--- src/rtl/drd_pkg.sv ---
`timescale 1ns / 1ps
// ----------------------------------------------------------------------------
// drd_pkg: shared types and constants of the detection row decoder
// Register indexes, stage records and small clamp helpers used by all files.
// ----------------------------------------------------------------------------
package drd_pkg;

  localparam int unsigned MaxClasses = 64;
  localparam int unsigned KpCount    = 4;
  localparam int unsigned BoxWords   = 4;
  localparam int unsigned RowCap     = 128;
  localparam int unsigned MaxDim     = 4096;
  localparam int unsigned ProdW      = 57;   // 32-bit word times 25-bit signed scale
  localparam int unsigned CfgW       = 29;
  localparam int unsigned FifoDepth  = 2;    // row records held for emission
  localparam int unsigned FifoPtrW   = $clog2(FifoDepth);
  localparam int unsigned KpIdxW     = $clog2(2 * KpCount);
  localparam int unsigned RankW      = $clog2(KpCount);

  // output item layout inside m_axis_tdata
  localparam int unsigned OutDataW   = 152;
  localparam int unsigned OutRankLsb = 143;
  localparam int unsigned OutBwLsb   = 61;
  localparam int unsigned OutBhLsb   = 74;

  typedef enum logic [2:0] {
    CFG_CLASS_COUNT     = 3'd0,
    CFG_ROW_LENGTH      = 3'd1,
    CFG_MIN_SCORE       = 3'd2,
    CFG_INVERSE_SCALE   = 3'd3,
    CFG_OFFSET_X        = 3'd4,
    CFG_OFFSET_Y        = 3'd5,
    CFG_IMAGE_WIDTH     = 3'd6,
    CFG_IMAGE_HEIGHT    = 3'd7
  } cfg_idx_e;

  typedef enum logic [1:0] {
    SLOT_NONE  = 2'd0,
    SLOT_BOX   = 2'd1,
    SLOT_POINT = 2'd2
  } slot_e;

  typedef struct packed {
    logic [6:0]  class_count;
    logic [7:0]  row_length;
    logic [16:0] min_score;
    logic [23:0] inverse_scale;
    logic [28:0] offset_x;
    logic [28:0] offset_y;
    logic [12:0] image_width;
    logic [12:0] image_height;
  } cfg_t;

  // one accepted word after row bookkeeping
  typedef struct packed {
    logic signed [31:0] word;
    slot_e              kind;
    logic [KpIdxW-1:0]  idx;
    logic               done;   // last word of a row that is kept
    logic [5:0]         cls;
    logic [30:0]        score;
  } tap_t;

  // row end after edge mapping and keypoint ranking
  typedef struct packed {
    logic                           valid;
    logic [5:0]                     cls;
    logic [30:0]                    score;
    logic [11:0]                    left;
    logic [11:0]                    top;
    logic [23:0]                    w_pos;
    logic [23:0]                    h_pos;
    logic [KpCount-1:0][RankW-1:0]  rank;
    logic [KpCount-1:0][27:0]       px;
    logic [KpCount-1:0][27:0]       py;
  } fin_t;

  // finished row, keypoints in sorted order
  typedef struct packed {
    logic [5:0]               cls;
    logic [30:0]              score;
    logic [11:0]              left;
    logic [11:0]              top;
    logic [12:0]              bw;
    logic [12:0]              bh;
    logic [KpCount-1:0][27:0] px;
    logic [KpCount-1:0][27:0] py;
  } rec_t;

  function automatic logic [12:0] dim_clamp(logic [12:0] d);
    if (d == 13'd0) begin
      return 13'd1;
    end else if (d > 13'(MaxDim)) begin
      return 13'(MaxDim);
    end
    return d;
  endfunction

  function automatic logic [6:0] class_clamp(logic [6:0] c);
    if (c == 7'd0) begin
      return 7'd1;
    end else if (c > 7'(MaxClasses)) begin
      return 7'(MaxClasses);
    end
    return c;
  endfunction

  function automatic logic [7:0] row_len_clamp(logic [7:0] rl, logic [6:0] cc);
    logic [7:0] lo;
    logic [7:0] r;
    lo = {1'b0, cc} + 8'(BoxWords + 2 * KpCount);
    r  = (rl < lo) ? lo : rl;
    if (r > 8'(RowCap)) begin
      r = 8'(RowCap);
    end
    return r;
  endfunction

endpackage

--- src/rtl/drd_row_ctrl.sv ---
`timescale 1ns / 1ps
// ----------------------------------------------------------------------------
// drd_row_ctrl: row position and running argmax
// Classifies each accepted word and registers it with the current best class.
// ----------------------------------------------------------------------------
module drd_row_ctrl (
  input  logic               clk_i,
  input  logic               rst_ni,
  input  logic               accept_i,
  input  logic signed [31:0] word_i,
  input  logic               frame_start_i,
  input  drd_pkg::cfg_t      cfg_i,
  output drd_pkg::tap_t      tap_o
);
  import drd_pkg::*;

  logic [6:0]         row_pos_q, row_pos_d, pos;
  logic signed [31:0] best_q, best_d, best_base;
  logic [5:0]         cls_q, cls_d, cls_base;
  logic [6:0]         cc;
  logic [7:0]         len, pos_ext, pos_next, score_end, point_end;
  logic               row_end, keep;
  tap_t               tap_d, tap_q;

  always_comb begin
    cc        = class_clamp(cfg_i.class_count);
    len       = row_len_clamp(cfg_i.row_length, cc);
    pos       = frame_start_i ? 7'd0 : row_pos_q;
    pos_ext   = {1'b0, pos};
    pos_next  = pos_ext + 8'd1;
    score_end = 8'(BoxWords) + {1'b0, cc};
    point_end = score_end + 8'(2 * KpCount);
    // a new row restarts the argmax at score zero, class zero
    best_base = (pos == 7'd0) ? 32'sd0 : best_q;
    cls_base  = (pos == 7'd0) ? 6'd0 : cls_q;
    best_d    = best_base;
    cls_d     = cls_base;

    tap_d.word = word_i;
    tap_d.kind = SLOT_NONE;
    tap_d.idx  = '0;
    if (pos_ext < 8'(BoxWords)) begin
      tap_d.kind = SLOT_BOX;
      tap_d.idx  = pos[KpIdxW-1:0];
    end else if (pos_ext < score_end) begin
      // strictly greater only: first maximum wins
      if (word_i > best_base) begin
        best_d = word_i;
        cls_d  = 6'(pos_ext - 8'(BoxWords));
      end
    end else if (pos_ext < point_end) begin
      tap_d.kind = SLOT_POINT;
      tap_d.idx  = KpIdxW'(pos_ext - score_end);
    end

    row_end    = pos_next >= len;
    row_pos_d  = row_end ? 7'd0 : pos_next[6:0];
    keep       = $signed({best_d[31], best_d}) >= $signed({16'b0, cfg_i.min_score});
    tap_d.done = row_end && keep;
    tap_d.cls   = cls_d;
    tap_d.score = best_d[30:0];

    if (!accept_i) begin
      tap_d.kind = SLOT_NONE;
      tap_d.done = 1'b0;
    end
  end

  always_ff @(posedge clk_i or negedge rst_ni) begin
    if (!rst_ni) begin
      row_pos_q <= '0;
      best_q    <= '0;
      cls_q     <= '0;
    end else if (accept_i) begin
      row_pos_q <= row_pos_d;
      best_q    <= best_d;
      cls_q     <= cls_d;
    end
  end

  always_ff @(posedge clk_i or negedge rst_ni) begin
    if (!rst_ni) begin
      tap_q <= '0;
    end else begin
      tap_q <= tap_d;
    end
  end

  assign tap_o = tap_q;

endmodule

--- config.mk ---
export PLATFORM = sky130hd
export DESIGN_NAME = drd_row_ctrl
export DESIGN_NICKNAME = d
export VERILOG_FILES = /design/src/rtl/drd_pkg.sv /design/src/rtl/drd_row_ctrl.sv
export SDC_FILE = /design/constraint.sdc
export NUM_CORES = 1
export LEC_CHECK = 0
export BUFFER_PORTS_ARGS = -buffer_cell sky130_fd_sc_hd__buf_4
export CAP_MARGIN = 40
export CORE_ASPECT_RATIO = 2
export CORE_MARGIN = 2
export CORE_UTILIZATION = 45
export CTS_BUF_LIST = sky130_fd_sc_hd__clkbuf_16
export DETAILED_ROUTE_END_ITERATION = 7
export HOLD_SLACK_MARGIN = 0.15
export PLACE_DENSITY_LB_ADDON = 0.15
export REMOVE_ABC_BUFFERS = 1
export SLEW_MARGIN = 20
export SYNTH_ARGS = -nofsm -noshare
export SYNTH_HDL_FRONTEND = slang
export SYNTH_SLANG_ARGS = --single-unit
--- constraint.sdc ---
create_clock -name clk_i -period 4.76 [get_ports clk_i]
set_clock_uncertainty 0.05 [all_clocks]
set_input_delay 0.238 -clock clk_i [delete_from_list [all_inputs] [get_ports clk_i]]
set_output_delay 0.238 -clock clk_i [all_outputs]
set_load 0.005 [all_outputs]
==> flow_metrics.env, run 1 <==
export IMPL_grt_antenna_before_repair=0
export IMPL_finalInstanceArea_um2=9540
export IMPL_die_w_um=88.7
export IMPL_io_pins=251
export IMPL_worstPathCellList="nor2b_4 -> inv_2 -> ha_4 -> nand4_1 -> buf_6 -> buf_12 -> buf_16 -> nand2_1 -> ha_1 -> nand4_1 -> o41a_1 -> nor2_1 -> nor3_2 -> o21a_4 -> nand2_2 -> o21ai_4 -> ha_1 -> and2_4 -> nand4_1 -> or4_4 -> a31oi_4 -> o31ai_2 -> mux2i_1 -> and3_1"
export IMPL_crit_path_frequent_cell="nand4_1"
export IMPL_clockRootBuffer="clkbuf_16"
export IMPL_clk_latency_ps=420
export IMPL_maxSlewViolCount=0
export IMPL_grt_pass1_vias=5718
export IMPL_yosysUniqueCellTypes=54
export IMPL_period_minus_slack_ps=4900
export IMPL_setup_viol_count_final=1
export IMPL_wire_per_inst_um=16.7
export IMPL_postRouteAntennaNets=0
export IMPL_multi_input_area_um2=3570
export IMPL_grt_pass1_wl_um=28600
export IMPL_dpl_hpwl_um=11700
export IMPL_grt_ovfl_total=0
export IMPL_drt_first_pass_iters=5
export IMPL_max_freq_mhz=204
export IMPL_max_slew_worst_pin_slew_ps=564
export IMPL_finalCritPeriodShare_pct=103
export IMPL_seq_area_um2=3000
export IMPL_finalWorstSetupSlack_ps=-140
export IMPL_coreArea_um2=14200
export IMPL_fp_dieH_um=173
export IMPL_netlist_instances=618
export IMPL_hold_viol=0
export IMPL_max_cap_violations=0
export IMPL_slowest_delay_ps=570
export IMPL_layout_commonest_cell="buf_4"
export IMPL_dieArea_um2=15400
export IMPL_clkSinkCount=120
export IMPL_antenna_cells=0
export IMPL_status="complete, but fails checks"
export IMPL_synth_area_um2=6460
export IMPL_synth_seq_cells=120
export IMPL_arrival_ps=5200
export IMPL_crit_required_ps=5060
export IMPL_synthToLayoutAreaGrowth_pct=47.6
export IMPL_port_buffer_count=142
export IMPL_hold_class="primary input to register"
export IMPL_p_leak_nw=4.72
export IMPL_endpoint_kind="register"
export IMPL_synth_flop_cell="dfrtp_1"
export IMPL_rsz0062_at_grt="yes"
export IMPL_setup_worst_path_class="register to register"
export IMPL_ys_warn_count=0
export IMPL_vias=5594
export IMPL_rows=62
export IMPL_async_reset_ff_share_pct=100
export IMPL_dpl_cell_area_um2=7980
export IMPL_cts_htree_levels=4
export IMPL_relSlewSlack_pct=62.4
export IMPL_drive_above_1_share_pct=33.9
export IMPL_crit_path_start_kind="register"
export IMPL_synth_seq_area_share_pct=46.5
export IMPL_slowest_stage="or4_4"
export IMPL_drt_iter0_drc=291
export IMPL_critPathMaxFanout=8
export IMPL_avgSynthCellArea_um2=10.5
export IMPL_drc_errors=0
export IMPL_gp_congestion=0.862
export IMPL_violations="negative setup slack"
export IMPL_cts_buffers=17
export IMPL_grt_max_degree=44
export IMPL_grt_usage_pct=24.0
export IMPL_clk_path_buf_depth=2
export IMPL_crit_buf_inv=4
export IMPL_critPathTopFamily="simple AND/OR/NAND/NOR gates"
export IMPL_start_util_pct=45.5
export IMPL_n_fill_cell=1093
export IMPL_synth_edf_count=0
export IMPL_ir_worst_vdd_uv=273
export IMPL_nets=1105
export IMPL_tritoncts="built"
export IMPL_powerDensity_nw_per_um2=324
export IMPL_p_total_w=0.00309
export IMPL_drt_wl_total_um=17600
export IMPL_mostFrequentLayoutCells="185 x buf_4, 120 x dfrtp_1, 68 x nand2_1, 68 x ha_1, 39 x a22o_1"
export IMPL_via_per_inst=5.32
export IMPL_clkSlewWorstSetupHoldPaths_ps=60
[per-layer routing]
layer	up-vias	track usage [%]	routed length, um
li1	2685	-	-
met1	2643	33.2	7610
met2	233	36.6	8370
met3	33	4.57	1150
met4	0	9.60	473
met5	-	0	0
[tightest hold or removal path: stages]
cell and delay (ps):
buf_4 130, buf_4 150, o41ai_1 100
[through the flow]
step                worst slack, ps  utilization (%)  instances  TNS, ps  hold slack [ps]
floorplan                      -797                -        595     -797             -108
global placement               -506             55.9        965     -506              330
detailed placement             -516             56.2        967     -516              214
CTS                           -42.7             67.0       1051    -42.7              190
global route                   -340             67.2       1051     -340              215
finish                         -140             67.2       1051     -140              208
[timing repair]
action	CTS	global route
hold buffers	34	0
cloned	5	0
hold endpoints to repair	134	0
setup endpoints to repair	1	1
pin swaps	30	2
setup buffers	13	0
resized for setup	76	5
[synthesized netlist by cell type (3+ instances only)]
master | number | area, um^2
buf_2 | 7 | 35.0
a22o_1 | 39 | 342
a211oi_1 | 3 | 22.5
buf_6 | 3 | 33.8
mux2i_1 | 3 | 30.0
ha_1 | 82 | 1030
o2bb2ai_1 | 8 | 70.1
inv_1 | 35 | 131
buf_4 | 3 | 22.5
nand2b_1 | 16 | 100
mux2_2 | 5 | 56.3
xnor2_1 | 8 | 70.1
o21ai_1 | 3 | 15.0
clkbuf_1 | 10 | 37.5
or4_1 | 4 | 30.0
o211ai_1 | 3 | 22.5
nor2b_1 | 11 | 68.8
nor2_1 | 20 | 75.1
a21o_1 | 8 | 60.1
xor2_1 | 5 | 43.8
o21ai_0 | 39 | 195
a21oi_1 | 23 | 115
nand4_1 | 15 | 93.8
a31oi_1 | 4 | 25.0
nor3_1 | 4 | 20.0
and2_1 | 3 | 18.8
dfrtp_1 | 120 | 3000
nor4_1 | 5 | 31.3
nand2_1 | 82 | 308
and3_1 | 4 | 25.0
nand3_1 | 12 | 60.1
o31ai_1 | 3 | 22.5
[flip-flops by register name, indices dropped and copies added (netlist names)]
register   count
row_pos_q      7
tap_o         75
best_q        32
cls_q          6
[path summary, 6_finish.rpt]
kind	endpoint	slack, ps	start	depth (start not counted)
min in group asynchronous	tap_o[67]	310	rst_ni	2
hold / removal	row_pos_q[5]	210	frame_start_i	3
hold reg to reg	cls_q[3]	440	cls_q[3]	1
setup reg to reg	tap_o[37]	-140	row_pos_q[0]	24
setup / recovery	tap_o[37]	-140	row_pos_q[0]	24
max in group asynchronous	best_q[26]	3400	rst_ni	3
[report_power, final]
group	switching, W	internal (W)	total (W)	leakage [nW]
registers	0.0000267	0.00107	0.00110	1.59
logic	0.000309	0.000310	0.000618	2.83
clock network	0.000491	0.000876	0.00137	0.301
total	0.000826	0.00226	0.00309	4.72
[area by class of cell]
| class | instances | share of cell area (%) |
|---|---|---|
| inverter | 35 | 1.38 |
| timing repair buffer | 231 | 20.6 |
| tap | 192 | 2.52 |
| sequential | 120 | 31.5 |
| clock inverter | 15 | 2.11 |
| clock buffer | 17 | 4.46 |
| multi-input combinational | 441 | 37.4 |
[kinds of logic after synthesis]
kind of cell / Yosys count / synth area share (%)
other: 1 / 0.0580
xor gates and xnor gates: 13 / 1.76
adders and majority gates: 83 / 16.2
AOI/OAI and AO/OA: 154 / 16.6
DFF: 120 / 46.5
muxes: 8 / 1.34
and+or+nand+nor: 181 / 13.6
buffers and inverters: 58 / 4.03
Power figures use the tool's default switching activity.
==> run 2, diff against run 1 <==
--- a/config.mk
+++ b/config.mk
@@ -12,6 +12,7 @@
 export CORE_UTILIZATION = 45
 export CTS_BUF_LIST = sky130_fd_sc_hd__clkbuf_16
 export DETAILED_ROUTE_END_ITERATION = 7
+export GPL_TIMING_DRIVEN = 0
 export HOLD_SLACK_MARGIN = 0.15
 export PLACE_DENSITY_LB_ADDON = 0.15
 export REMOVE_ABC_BUFFERS = 1
==> run 2 against run 1 <==
Net effect:
- the run still ends with negative setup slack left
- sequential power about the same
- first-iteration DRC count down 7.2%
- clock power down 6%
- via count down 0.54%
- count of clock-buffer cells in the layout unchanged
- non-clock buffer count down 19
- hold slack worse by 27 ps
- die area unchanged
- critical path type unchanged
- critical endpoint unchanged
==> flow_metrics.env, run 2 (synthesized netlist as in run 1, its figures left out) <==
export IMPL_status="complete, but fails checks"
export IMPL_violations="negative setup slack"
export IMPL_dpl_hpwl_um=11800
export IMPL_via_per_inst=5.39
export IMPL_clk_path_buf_depth=2
export IMPL_rows=62
export IMPL_timing_rr_start="row_pos_q[0]"
export IMPL_rsz0062_at_grt="yes"
export IMPL_start_util_pct=45.5
export IMPL_drt_first_pass_iters=5
export IMPL_max_freq_mhz=203
export IMPL_timing_critical_path_from="row_pos_q[0]"
export IMPL_postRouteAntennaNets=0
export IMPL_period_minus_slack_ps=4940
export IMPL_nets=1087
export IMPL_clk_latency_ps=420
export IMPL_die_w_um=88.7
export IMPL_tritoncts="built"
export IMPL_grt_ovfl_total=0
export IMPL_setup_viol_count_final=1
export IMPL_synthToLayoutAreaGrowth_pct=45.2
export IMPL_grt_max_degree=77
export IMPL_cts_buffers=17
export IMPL_io_pins=251
export IMPL_p_leak_nw=4.62
export IMPL_grt_pass1_wl_um=28800
export IMPL_clkSinkCount=120
export IMPL_wire_per_inst_um=17.0
export IMPL_gp_congestion=0.853
export IMPL_max_cap_violations=0
export IMPL_arrival_ps=5230
export IMPL_hold_viol=0
export IMPL_dpl_cell_area_um2=7820
export IMPL_layout_commonest_cell="buf_4"
export IMPL_clkSlewWorstSetupHoldPaths_ps=60
export IMPL_endpoint_kind="register"
export IMPL_grt_pass1_vias=5821
export IMPL_grt_usage_pct=24.1
export IMPL_critPathMaxFanout=6
export IMPL_ir_worst_vdd_uv=277
export IMPL_drc_errors=0
export IMPL_hold_class="primary input to register"
export IMPL_grt_antenna_before_repair=0
export IMPL_dieArea_um2=15400
export IMPL_drive_above_1_share_pct=31.4
export IMPL_drt_wl_total_um=17600
export IMPL_port_buffer_count=142
export IMPL_finalWorstSetupSlack_ps=-176
export IMPL_fin_util_pct=66.1
export IMPL_clockRootBuffer="clkbuf_16"
export IMPL_mostFrequentLayoutCells="164 x buf_4, 119 x dfrtp_1, 71 x nand2_1, 71 x ha_1, 39 x a22o_1"
export IMPL_relSlewSlack_pct=58.2
export IMPL_maxSlewViolCount=0
export IMPL_antenna_cells=0
export IMPL_crit_path_start_kind="register"
export IMPL_hold_start="frame_start_i"
export IMPL_finalCritPeriodShare_pct=104
export IMPL_largest_register_ffs=75
export IMPL_setup_worst_path_class="register to register"
export IMPL_max_slew_worst_pin_slew_ps=627
export IMPL_powerDensity_nw_per_um2=319
export IMPL_vias=5564
export IMPL_finalInstanceArea_um2=9390
export IMPL_fp_dieH_um=173
export IMPL_coreArea_um2=14200
export IMPL_drt_iter0_drc=270
export IMPL_cts_htree_levels=4
export IMPL_p_total_w=0.00299
export IMPL_crit_required_ps=5060
run 2: final timing paths:
check | to | slack (ps) | cells past startpoint
max | tap_o[37] | -180 | 25
min | row_pos_q[3] | 180 | 4
max reg2reg | tap_o[37] | -180 | 25
min reg2reg | tap_o[36] | 440 | 1
max in group asynchronous | best_q[31] | 3690 | 3
min in group asynchronous | tap_o[13] | 260 | 2
run 2: critical path, cell delays in order (launching register included):
cell     delay [ps]
dfrtp_1         340
nor2b_4         190
inv_4            50
ha_4            160
nand4_1         110
buf_6           130
buf_8           130
buf_12          150
nand2_4          60
ha_4            260
nand4_1         210
or4_4           540
o21ai_2         150
nor3_2           60
o21a_4          170
buf_16          150
nand2_4          60
o21ai_2          60
ha_1            280
and2_4          130
nand4_1         150
or4_4           560
a31oi_4         190
o31ai_1          90
mux2i_1         220
and3_1          190
run 2: area by class of cell:
type | instances | area, um^2
Multi-Input combinational cell | 442 | 3560
Tap cell | 192 | 240
Fill cell | 1084 | 4810
Timing Repair Buffer | 212 | 1860
Sequential cell | 120 | 3000
Clock buffer | 17 | 425
Clock inverter | 15 | 168
Inverter | 35 | 134
run 2: per-layer routing:
layer | track usage, % | wire length (um) | vias to the layer above
li1 | - | - | 2657
met1 | 32.4 | 7630 | 2669
met2 | 37.7 | 8450 | 207
met3 | 5.52 | 1100 | 31
met4 | 8.46 | 386 | 0
met5 | 0 | 0 | -
run 2: timing repair:
item | CTS | global route
pin swaps | 34 | 3
hold buffers | 35 | 0
endpoints found under the hold margin | 165 | 0
setup buffers | 25 | 0
setup endpoints to repair | 29 | 1
cloned | 5 | 0
gates resized for setup | 74 | 2
run 2: through the flow:
| step | cells | hold WS (ps) | TNS [ps] | setup slack, ps |
|---|---|---|---|---|
| CTS | 1033 | 177 | -84.5 | -84.5 |
| detailed placement | 937 | 148 | -5130 | -2060 |
| global route | 1033 | 201 | -410 | -410 |
| floorplan | 595 | -108 | -797 | -797 |
| finish | 1033 | 180 | -176 | -176 |
| global placement | 929 | 328 | -90040 | -2790 |
run 2: power by group:
part,total [W],switching (W),internal (W)
registers,0.00110,0.0000271,0.00107
clock network,0.00129,0.000507,0.000782
logic,0.000600,0.000302,0.000298
